### src/hw/rtl/gqmrw_pkg.sv
`default_nettype none

package gqmrw_pkg;

  localparam int QUEUE_DEPTH_DEFAULT = 16;
  localparam int GLYPH_ROWS          = 8;
  localparam int GLYPH_COUNT         = 36;

  // Mode codes carried on the command channel.
  localparam logic MODE_ENQUEUE = 1'b0;
  localparam logic MODE_TICK    = 1'b1;

  localparam logic [7:0] CHAR_DIGIT_FIRST = 8'h30;
  localparam logic [7:0] CHAR_DIGIT_LAST  = 8'h39;
  localparam logic [7:0] CHAR_LOWER_FIRST = 8'h61;
  localparam logic [7:0] CHAR_LOWER_LAST  = 8'h7a;
  localparam logic [7:0] CHAR_UPPER_FIRST = 8'h41;
  localparam logic [7:0] CHAR_UPPER_LAST  = 8'h5a;

  // Glyph numbers: digits first, then lower-case letters.
  localparam logic [5:0] GLYPH_LOWER_BASE = 6'd10;

  typedef struct packed {
    logic       mode;
    logic [7:0] char_code;
  } cmd_t;

  typedef struct packed {
    logic [3:0] row_address;
    logic [7:0] row_pattern;
    logic       last_row;
  } frame_t;

  typedef enum logic [1:0] {
    ST_IDLE,
    ST_READ,
    ST_EMIT
  } state_t;

  // Font ROM, one 64-bit word per glyph, top row in the most significant byte.
  localparam logic [63:0] GLYPH_FONT [GLYPH_COUNT] = '{
    64'h1c2222222222221c, 64'h081808080808081c, 64'h1c2222040810203e,
    64'h1c22020c0202221c, 64'h040c1414241e0404, 64'h3e20203c0202221c,
    64'h1c22203c2222221c, 64'h3e24040808080808, 64'h1c22221c2222221c,
    64'h1c2222221e02221c,
    64'h3c42023e42463a00, 64'he060607c6666dc00, 64'h000078ccc0cc7800,
    64'h1c0c0c7ccccc7600, 64'h000078ccfcc07800, 64'h386c60f06060f000,
    64'h000076cccc7c0cf8, 64'he0606c766666e600, 64'h3000703030307800,
    64'h0c000c0c0ccccc78, 64'he060666c786ce600, 64'h7030303030307800,
    64'h0000ccfefed6c600, 64'h0000f8cccccccc00, 64'h0078cccccccc7800,
    64'h00dc66667c60f000, 64'h0076cccc7c0c1e00, 64'h00dc766660f00000,
    64'h007cc0780cf80000, 64'h10307c3030341800, 64'h00cccccccccc7600,
    64'h00cccccccc783000, 64'h00c6d6fefe6c0000, 64'h00c66c386cc60000,
    64'h00cccccccc7c0cf8, 64'h00fc983064fc0000
  };

endpackage

`default_nettype wire

### src/hw/rtl/gqmrw_stream_if.sv
`default_nettype none

interface gqmrw_stream_if #(
  parameter type item_t = logic
);
  logic  valid;
  logic  ready;
  item_t data;

  modport source (output valid, output data, input ready);
  modport sink   (input valid, input data, output ready);
endinterface

`default_nettype wire

### src/hw/rtl/glyph_queue_matrix_row_writer.sv
// Character queue in front of an 8x8 LED matrix.
// The cmd channel takes one item per accepted handshake. With mode at enqueue,
// a digit or a letter is written into the character queue; other
// bytes are dropped, and so is any byte that arrives while the queue is full.
// Enqueue items can be taken in every cycle while no tick is being handled.
// With mode at tick, the oldest character is popped. A digit or a lower-case
// letter then produces eight frame items on the frame channel, rows 1 to 8,
// the eighth one flagged as the last row. An upper-case letter is discarded.
// A tick on an empty queue does nothing. Otherwise the popped character is
// read from the registered queue memory port in the read state, and only a
// glyph character then goes on to the emit state, which sends its rows.
// While a glyph is being sent, cmd ready stays low. When the receiver stalls,
// the frame output register holds its item and row sequencing waits. cmd
// becomes ready again as soon as the last row is loaded into that register.
// Synchronous reset empties the queue and clears the output valid flag; the
// queue memory itself is not cleared since every read follows a write.
`default_nettype none

module glyph_queue_matrix_row_writer #(
  parameter int QUEUE_DEPTH = gqmrw_pkg::QUEUE_DEPTH_DEFAULT
) (
  input  wire logic       clk,
  input  wire logic       rst,
  gqmrw_stream_if.sink    cmd,
  gqmrw_stream_if.source  frame
);
  import gqmrw_pkg::*;

  localparam int PtrW   = $clog2(QUEUE_DEPTH);
  localparam int CountW = $clog2(QUEUE_DEPTH + 1);

  // Queue storage: one write port, one registered read port.
  logic [7:0] char_fifo [QUEUE_DEPTH];
  logic [7:0] rd_data;

  logic [PtrW-1:0]   read_pointer;
  logic [PtrW-1:0]   write_pointer;
  logic [CountW-1:0] fill_count;

  state_t     state;
  state_t     state_next;
  logic [2:0] row;
  logic [5:0] glyph_sel;
  logic [5:0] glyph_sel_next;

  logic   out_valid;
  frame_t out_data;

  logic cmd_fire;
  logic char_ok;
  logic do_push;
  logic do_pop;
  logic glyph_hit;
  logic load_frame;
  logic [63:0] font_word;

  assign cmd_fire = cmd.valid && cmd.ready;

  assign char_ok =
    (cmd.data.char_code >= CHAR_DIGIT_FIRST && cmd.data.char_code <= CHAR_DIGIT_LAST) ||
    (cmd.data.char_code >= CHAR_LOWER_FIRST && cmd.data.char_code <= CHAR_LOWER_LAST) ||
    (cmd.data.char_code >= CHAR_UPPER_FIRST && cmd.data.char_code <= CHAR_UPPER_LAST);

  // Classification of the character that came back from the queue memory.
  always_comb begin
    glyph_hit      = 1'b0;
    glyph_sel_next = '0;
    if (rd_data >= CHAR_DIGIT_FIRST && rd_data <= CHAR_DIGIT_LAST) begin
      glyph_hit      = 1'b1;
      glyph_sel_next = 6'(rd_data - CHAR_DIGIT_FIRST);
    end else if (rd_data >= CHAR_LOWER_FIRST && rd_data <= CHAR_LOWER_LAST) begin
      glyph_hit      = 1'b1;
      glyph_sel_next = 6'(rd_data - CHAR_LOWER_FIRST) + GLYPH_LOWER_BASE;
    end
  end

  always_comb begin
    state_next = state;
    cmd.ready  = (state == ST_IDLE);
    do_push    = 1'b0;
    do_pop     = 1'b0;
    load_frame = 1'b0;
    unique case (state)
      ST_IDLE: begin
        if (cmd_fire) begin
          if (cmd.data.mode == MODE_TICK) begin
            if (fill_count != '0) begin
              do_pop     = 1'b1;
              state_next = ST_READ;
            end
          end else if (char_ok && fill_count != CountW'(QUEUE_DEPTH)) begin
            do_push = 1'b1;
          end
        end
      end
      ST_READ: begin
        state_next = glyph_hit ? ST_EMIT : ST_IDLE;
      end
      ST_EMIT: begin
        if (!out_valid || frame.ready) begin
          load_frame = 1'b1;
          if (row == 3'd7) begin
            state_next = ST_IDLE;
          end
        end
      end
      default: begin
        state_next = ST_IDLE;
      end
    endcase
  end

  always_ff @(posedge clk) begin
    if (do_push) begin
      char_fifo[write_pointer] <= cmd.data.char_code;
    end
    if (do_pop) begin
      rd_data <= char_fifo[read_pointer];
    end
  end

  always_ff @(posedge clk) begin
    if (rst) begin
      state         <= ST_IDLE;
      read_pointer  <= '0;
      write_pointer <= '0;
      fill_count    <= '0;
      row           <= '0;
    end else begin
      state <= state_next;
      if (do_push) begin
        write_pointer <= (write_pointer == PtrW'(QUEUE_DEPTH - 1)) ? '0
                                                                   : write_pointer + 1'b1;
        fill_count    <= fill_count + 1'b1;
      end
      if (do_pop) begin
        read_pointer <= (read_pointer == PtrW'(QUEUE_DEPTH - 1)) ? '0
                                                                 : read_pointer + 1'b1;
        fill_count   <= fill_count - 1'b1;
      end
      if (state == ST_READ) begin
        row <= '0;
      end else if (load_frame) begin
        row <= row + 1'b1;
      end
    end
  end

  always_ff @(posedge clk) begin
    if (state == ST_READ) begin
      glyph_sel <= glyph_sel_next;
    end
  end

  // Row bytes are taken from the top of the font word downward.
  assign font_word = GLYPH_FONT[glyph_sel];

  always_ff @(posedge clk) begin
    if (rst) begin
      out_valid <= 1'b0;
    end else if (load_frame) begin
      out_valid <= 1'b1;
    end else if (frame.ready) begin
      out_valid <= 1'b0;
    end
  end

  always_ff @(posedge clk) begin
    if (load_frame) begin
      out_data.row_address <= {1'b0, row} + 4'd1;
      out_data.row_pattern <= font_word[{~row, 3'b000} +: 8];
      out_data.last_row    <= (row == 3'd7);
    end
  end

  assign frame.valid = out_valid;
  assign frame.data  = out_data;

endmodule

`default_nettype wire

### src/flat_wrapper.sv
// flat-port wrapper written by rule: the top's interface ports become plain ports
module glyph_queue_matrix_row_writer_flat import gqmrw_pkg::*;
#(
  parameter int QUEUE_DEPTH = gqmrw_pkg::QUEUE_DEPTH_DEFAULT
)
  (clk, rst, cmd_valid, cmd_data, cmd_ready, frame_valid, frame_data, frame_ready);
  gqmrw_stream_if #(.item_t(cmd_t)) cmd_i ();
  gqmrw_stream_if #(.item_t(frame_t)) frame_i ();
  input  wire logic clk;
  input  wire logic rst;
  input wire logic [$bits(cmd_i.valid)-1:0] cmd_valid;
  input wire logic [$bits(cmd_i.data)-1:0] cmd_data;
  output wire logic [$bits(cmd_i.ready)-1:0] cmd_ready;
  output wire logic [$bits(frame_i.valid)-1:0] frame_valid;
  output wire logic [$bits(frame_i.data)-1:0] frame_data;
  input wire logic [$bits(frame_i.ready)-1:0] frame_ready;
  assign cmd_i.valid = cmd_valid;
  assign cmd_i.data = cmd_data;
  assign cmd_ready = cmd_i.ready;
  assign frame_valid = frame_i.valid;
  assign frame_data = frame_i.data;
  assign frame_i.ready = frame_ready;
  glyph_queue_matrix_row_writer #(.QUEUE_DEPTH(QUEUE_DEPTH)) u_core (.clk(clk), .rst(rst), .cmd(cmd_i), .frame(frame_i));
endmodule
### config.mk
export PLATFORM = sky130hd
export DESIGN_NAME = glyph_queue_matrix_row_writer_flat
export DESIGN_NICKNAME = d
export VERILOG_FILES = /design/src/hw/rtl/gqmrw_pkg.sv /design/src/hw/rtl/gqmrw_stream_if.sv /design/src/hw/rtl/glyph_queue_matrix_row_writer.sv /design/src/flat_wrapper.sv
export SDC_FILE = /design/constraint.sdc
export NUM_CORES = 1
export LEC_CHECK = 0
export BUFFER_PORTS_ARGS = -buffer_cell sky130_fd_sc_hd__buf_2
export CAP_MARGIN = 20
export CORE_MARGIN = 5
export CORE_UTILIZATION = 32
export CTS_BUF_LIST = sky130_fd_sc_hd__clkbuf_4
export DETAILED_ROUTE_END_ITERATION = 10
export PLACE_DENSITY = 0.48
export SYNTH_ARGS = -nofsm -noshare
export SYNTH_HDL_FRONTEND = slang
export SYNTH_SLANG_ARGS = --single-unit
### constraint.sdc
create_clock -name clk -period 2.5 [get_ports clk]
set_input_delay 0.375 -clock clk [delete_from_list [all_inputs] [get_ports clk]]
set_output_delay 0.375 -clock clk [all_outputs]
set_load 0.05 [all_outputs]
## Word level (Yosys, flattened, before mapping)

Memories as Yosys holds them, arrays and structs flattened. A register that Yosys moved wholly into a read port is not among the register bits.
Index checks and enable logic that the tools add are counted.

| word-level totals | value |
|---|---|
| bits in registers | 38 |
| memory bits (writable) | 128 |
| ROM bits | 4096 |
| bits of input ports | 13 |
| output and inout port bits | 15 |
| word-level logic and storage cells | 94 |
| memories kept | 2 |

| operators by class | value |
|---|---|
| add/subtract/negate cells | 9 |
| order comparisons | 11 |
| eq/ne operators | 11 |
| shift-type cells | 1 |
| muxes and demuxes | 31 |
| bitwise gates (word level) | 2 |
| reduce and logical (&&, ||, !) cells | 17 |

Memories:

| memory | depth | width | read ports | clocked after memory_dff | wr ports | RTL line | text |
|---|---|---|---|---|---|---|---|
| (name not given) | 64 | 64 | 1 | 0 | 0 | glyph_queue_matrix_row_writer.sv:156 | `assign font_word = GLYPH_FONT[glyph_sel];` |
| u_core.char_fifo | 16 | 8 | 1 | 1 | 1 | glyph_queue_matrix_row_writer.sv:33 | `logic [7:0] char_fifo [QUEUE_DEPTH];` |

Operator list:

| operator | count |
|---|---|
| two-way mux 64 bit | 2 |
| variable part select 64 x 7 -> 8 bit | 1 |
| greater-or-equal comparator 8 x 7 -> 1 bit, second input constant | 3 |
| less-or-equal comparator 8 x 7 -> 1 bit, second input constant | 3 |
| greater-or-equal comparator 8 x 6 -> 1 bit, second input constant | 2 |
| less-or-equal comparator 8 x 6 -> 1 bit, second input constant | 2 |
| two-way mux 1 bit | 16 |
| two-way mux 2 bit | 6 |
| two-way mux 6 bit | 2 |
| subtractor 6 bit, second input constant | 2 |
| two-way mux 5 bit | 2 |
| adder 4 x 1 -> 4 bit, second input constant | 2 |
| == test 4 bit, second input constant | 2 |
| two-way mux 4 bit | 2 |
| greater-or-equal comparator 7 bit, second input constant | 1 |
| logical AND 1 bit | 7 |
| inverter 6 -> 7 bit | 1 |
| adder 6 x 4 -> 6 bit, second input constant | 1 |
| != test 2 bit, second input constant | 3 |
| case mux 2 bit (3 select lines) | 1 |
| adder 5 x 1 -> 5 bit, second input constant | 1 |
| != test 5 bit, second input constant | 1 |
| AND reduction 5 bit | 1 |
| nonzero test 5 bit | 1 |
| 13 further kinds | 17 |

## Longest topological paths before layout

| depth | value |
|---|---|
| depth in word-level cells | 11 |
| gate-level depth with buffers | 10 |
| gate-level depth less buffers | 10 |

## Worst setup path after synthesis

OpenSTA, ideal clock, no wires.

| timing | value |
|---|---|
| path type | reg2reg |
| start | reg u_core.state[0] |
| end | mem u_core.char_fifo[3][0] (enable) |
| library setup time | 0.383 ns |
| data arrival time | 2.716 ns |
| data required time | 2.117 ns |
| path slack | -0.599 ns |
| stages on the path, launching flop included | 7 |
| buffers on the path | 1 |
| clock period less this slack | 3.099 ns |
| cells stage by stage | dfxtp_1 -> nor2_1 -> o2111ai_1 -> a2111oi_4 -> buf_2 -> nand2_1 -> nor3_1 |

| on the way | value |
|---|---|
| cells in the longest elaborated chain, start to end | 6 |

RTL lines:

| item | RTL line | text |
|---|---|---|
| start, declared | glyph_queue_matrix_row_writer.sv:40 | `state_t state;` |
| start signal, assigned | glyph_queue_matrix_row_writer.sv:130 | `state <= state_next;` |
| zero test 2 bit (*) | glyph_queue_matrix_row_writer.sv:79 | `cmd.ready = (state == ST_IDLE);` |
| named net cmd_ready | flat_wrapper.sv:13 | `output wire logic [$bits(cmd_i.ready)-1:0] cmd_ready;` |
| logical AND 1 bit | glyph_queue_matrix_row_writer.sv:57 | `assign cmd_fire = cmd.valid && cmd.ready;` |
| two-way mux 1 bit | glyph_queue_matrix_row_writer.sv:85 | `if (cmd_fire) begin` |
| two-way mux 1 bit (*) | glyph_queue_matrix_row_writer.sv:83 | `unique case (state)` |
| two-way mux 1 bit (*) | glyph_queue_matrix_row_writer.sv:114 | `if (do_push) begin` |
| two-way mux 1 bit (not written as such) (*) | glyph_queue_matrix_row_writer.sv:115 | `char_fifo[write_pointer] <= cmd.data.char_code;` |
| end, declared | glyph_queue_matrix_row_writer.sv:33 |  |

Mark *: on every way through the listed nets, which the timed path passes. The rest lies on a longest branch.

## Worst setup path in the final report

| timing | value |
|---|---|
| start | reg u_core.fill_count[3] |
| end | reg u_core.fill_count[4] |

| on the way | value |
|---|---|
| elaborated cells on any way between the ends | 16 |
| those cells by class | add/sub: 2; eq/ne: 1; mux: 10; reduce/logical: 3 |

RTL lines:

| item | RTL line | text |
|---|---|---|
| start, declared | glyph_queue_matrix_row_writer.sv:38 | `logic [CountW-1:0] fill_count;` |
| start signal, assigned | glyph_queue_matrix_row_writer.sv:134 | `fill_count <= fill_count + 1'b1;` |
| start signal, assigned | glyph_queue_matrix_row_writer.sv:139 | `fill_count <= fill_count - 1'b1;` |
| nonzero test 5 bit (*) | glyph_queue_matrix_row_writer.sv:87 | `if (fill_count != '0) begin` |
| two-way mux 1 bit (*) | glyph_queue_matrix_row_writer.sv:87 |  |
| two-way mux 1 bit (*) | glyph_queue_matrix_row_writer.sv:86 | `if (cmd.data.mode == MODE_TICK) begin` |
| two-way mux 1 bit (*) | glyph_queue_matrix_row_writer.sv:85 |  |
| two-way mux 1 bit (*) | glyph_queue_matrix_row_writer.sv:83 |  |
| named net u_core.do_pop | glyph_queue_matrix_row_writer.sv:52 | `logic do_pop;` |
| two-way mux 5 bit or nonzero test 2 bit (tied branches) | - |  |

Mark *: on every way through the listed nets, which the timed path passes. The rest lies on a longest branch. The select of a mux whose other input is x is not followed.
A chain may end at the register's enable or synchronous reset.

==> results.py <==
metrics = {
    "outcome": {
        "status": "complete, no violations",
    },
    "die": {
        "core_region_area_mm2": 0.02886,
        "die_x_um": 181.2,
        "rows": 62,
        "fp.dieArea_mm2": 0.03283,
        "start_util_pct": 32.50,
        "die_h_um": 181.2,
        "ioPinCount": 28,
    },
    "setup_path": {
        "crit_buf_inv": 1,
        "criticalPathCategory": "flop to flop",
        "max_stage_delay_ns": 0.53,
        "worstPathCellList": "or4_4, o2111ai_4, inv_4, ha_1, nor2b_1, o21ai_1, a21oi_1, a21boi_1, xnor2_1, nor2_1",
        "worst-path-max-fanout": 3,
        "critical-path-slowest-cell": "or4_4",
        "cp_data_arrival_time_ns": 2.86,
        "crit_required_ns": 2.95,
        "cp-start-kind": "flop",
        "critPathCaptureType": "flop",
        "critPathTopFamily": "simple AND/OR/NAND/NOR gates",
    },
    "synth": {
        "yosys_warnings": 0,
        "syn_inst": 787,
        "ys_seq_elements": 173,
        "async_reset_ff_share_pct": 0,
        "ys.flop_type": "edfxtp_1",
        "synth_top_family_by_area": "compound AO/OA/AOI/OAI gates",
        "ys_types": 76,
        "synth_compound_area_share_pct": 15.61,
        "synth-xor-area-share_pct": 1.027,
        "syn_area_per_cell_um2": 11.92,
        "synthSimpleGateAreaFrac_pct": 11.57,
        "syn_nets": 829,
        "synth_fa_ha_area_share_pct": 3.949,
        "synth_edf_count": 154,
        "synth_seq_area_share_pct": 53.36,
        "synth.area.mux_share_pct": 10.46,
        "syn-cell-area_mm2": 0.009379,
    },
    "final_layout": {
        "drive_above_1_share_pct": 26.27,
        "register_area_mm2": 0.005010,
        "areaGrowthSynthToFinish_pct": 17.56,
        "fillCellCount": 2838,
        "multiInputGateArea_mm2": 0.004075,
        "finalNetCount": 916,
        "final_common_cell": "edfxtp_1",
        "post-route-util_pct": 38.21,
        "final_cell_mix": "154 x edfxtp_1, 94 x buf_4, 65 x nor2_1",
    },
    "pwr": {
        "p_per_area_mw_per_mm2": 493.7,
        "max-vdd-ir-drop_mv": 0.3137,
        "leakagePower_nw": 3.761,
    },
    "sta": {
        "fmaxAchievable_mhz": 414.2,
        "slew_viol_final": 0,
        "hold_viol_final": 0,
        "setup_ws_ns": 0.08548,
        "period_share_pct": 96.58,
        "rsz0062_at_grt": "yes",
        "tightest_slew_ns": 0.6376,
        "fin_skew_ns": 0.03309,
        "relSlewSlack_pct": 57.44,
        "period_minus_slack_ns": 2.415,
        "final-setup-viol-count": 0,
    },
    "detailed_routing": {
        "drtIter0Drc": 693,
        "ant_nets": 0,
        "viasPerCell": 5.458,
        "drc": 0,
        "drt-pass1-iter-count": 6,
        "routed_wl_mm": 26.55,
        "wire_per_inst_um": 20.87,
        "num_vias": 6943,
    },
    "place": {
        "hpwl_mm": 19.14,
        "port_buffers": 26,
        "dp_slack_ns": -0.05715,
        "routabilityCongestion": 0.9428,
    },
    "hold_path": {
        "hold_path.class": "primary input to flop",
    },
    "clock_tree": {
        "path_clk_slew_ns": 0.16,
        "cts_tree": "built",
        "clk_path_buf_depth": 2,
        "worst_skew_pair.late_latency_ns": 0.57,
        "root_buffer": "clkbuf_4",
        "cts_buffers": 17,
        "cts.sink_count": 173,
        "ctsHoldBuffers": 0,
        "htree_levels": 4,
        "post_cts_buffers": 0,
    },
    "grt": {
        "grtUsageTotal_pct": 16.22,
        "grt_pass1_vias": 7085,
        "grt_overflow": 0,
        "antenna_found_initial": 1,
        "grt_pass1_wl_mm": 41.63,
        "grt_max_degree": 41,
    },
    "run": {
        "max-cap-violations": 0,
    },
}
-- worst min-delay path: cells and delay by family --
| kind | cells | cell delay (ns) |
|---|---|---|
| compound gates | 1 | 0.07 |
| buf+inv | 1 | 0.08 |
| simple gates | 1 | 0.12 |
-- per-layer routing --
metal	part of all wire, %	global-route usage [%]	vias up
met5	0	0	-
met4	2.5	5.674	0
met3	5.7	3.439	50
met2	48	26.74	253
met1	43	21.25	3414
li1	-	-	3226
-- synthesized netlist by cell type, types with 4 or more instances --
library cell	number	area share, %
inv_1	23	0.92
clkbuf_1	35	1.4
and3_1	5	0.33
a311oi_1	7	0.65
a21oi_1	63	3.4
nor2b_1	20	1.3
o311ai_0	5	0.47
o21ai_0	45	2.4
nand2_1	42	1.7
buf_1	7	0.28
a21o_1	4	0.32
nor2_1	67	2.7
mux4_2	40	9.6
xnor2_1	8	0.75
mux2i_1	8	0.85
and2_1	5	0.33
edfxtp_1	154	49
o22ai_1	4	0.27
o31ai_1	7	0.56
a221oi_1	6	0.56
ha_1	28	3.7
o41ai_1	4	0.37
nor3_1	25	1.3
nor4_1	5	0.33
dfxtp_1	19	4.1
nand2b_1	20	1.3
nand3_1	14	0.75
buf_2	17	0.91
a211oi_1	10	0.80
a211o_1	7	0.65
o211ai_1	7	0.56
a31oi_1	7	0.47
-- kinds of logic (layout without fill, tap and decap cells) --
kind of cell,after synthesis,after routing
and+or+nand+nor,221,221
other,1,2
xor gates and xnor gates,11,11
buffers and inverters,88,188
DFF,173,173
AOI/OAI and AO/OA,216,216
adders and majority gates,29,29
muxes,48,48
-- worst paths after layout --
path	from	depth (start not counted)	end	slack, ns
worst max-delay path	u_core.fill_count[3]$_SDFFE_PP0P_	10	u_core.fill_count[4]$_SDFFE_PP0P_	0.09
worst min-delay path	frame_ready	3	u_core.frame.valid$_SDFFE_PP0P_	0.12
worst max register to register	u_core.fill_count[3]$_SDFFE_PP0P_	10	u_core.fill_count[4]$_SDFFE_PP0P_	0.09
worst min register to register	u_core.fill_count[2]$_SDFFE_PP0P_	2	u_core.fill_count[2]$_SDFFE_PP0P_	0.52
-- state kept, by name (all words and copies together) (netlist names) --
register,cells
u_core.char_fifo,128
u_core.fill_count,5
u_core.frame.data,12
u_core.frame.valid,1
u_core.glyph_sel,6
u_core.rd_data,8
u_core.read_pointer,4
u_core.row,3
u_core.state,2
u_core.write_pointer,4
-- power breakdown --
part           internal (mW)  switching (mW)  total (mW)
sequential              3.17          0.0216        3.19
combinational          0.261           0.352       0.614
clock                  0.488            1.15        1.64
-- final cells by class --
cell class,instances,share of cell area [%]
flip-flops and latches,173,45.44
multi-input cells,526,36.96
repair buffers,131,9.498
well taps,384,4.358
clock inverters,15,1.691
clock buffers,17,1.158
inverters,25,0.8738
diodes,1,0.02270
-- stage by stage --
stage | hold WS, ns | cells | setup TNS (ns) | power [mW] | area, µm²
2_1_floorplan | 0.4739 | 787 | 0 | 3.622 | 9412
3_3_place_gp | 0.5123 | 1239 | -0.1309 | 3.862 | 10660
3_5_place_dp | 0.5080 | 1239 | -0.05715 | 3.855 | 10660
4_1_cts | 0.05390 | 1271 | 0 | 5.503 | 10980
5_1_grt | 0.08886 | 1272 | -0.04937 | 5.695 | 11030
6_report | 0.1202 | 1272 | 0 | 5.444 | 11030
-- timing repair --
action | CTS | global route
pin swaps | 0 | 2
endpoints found under the setup margin | 2 | 5
resized for setup | 2 | 11
endpoints found under the hold margin | 0 | 0
Note: power is estimated with default switching activity, not from simulation.
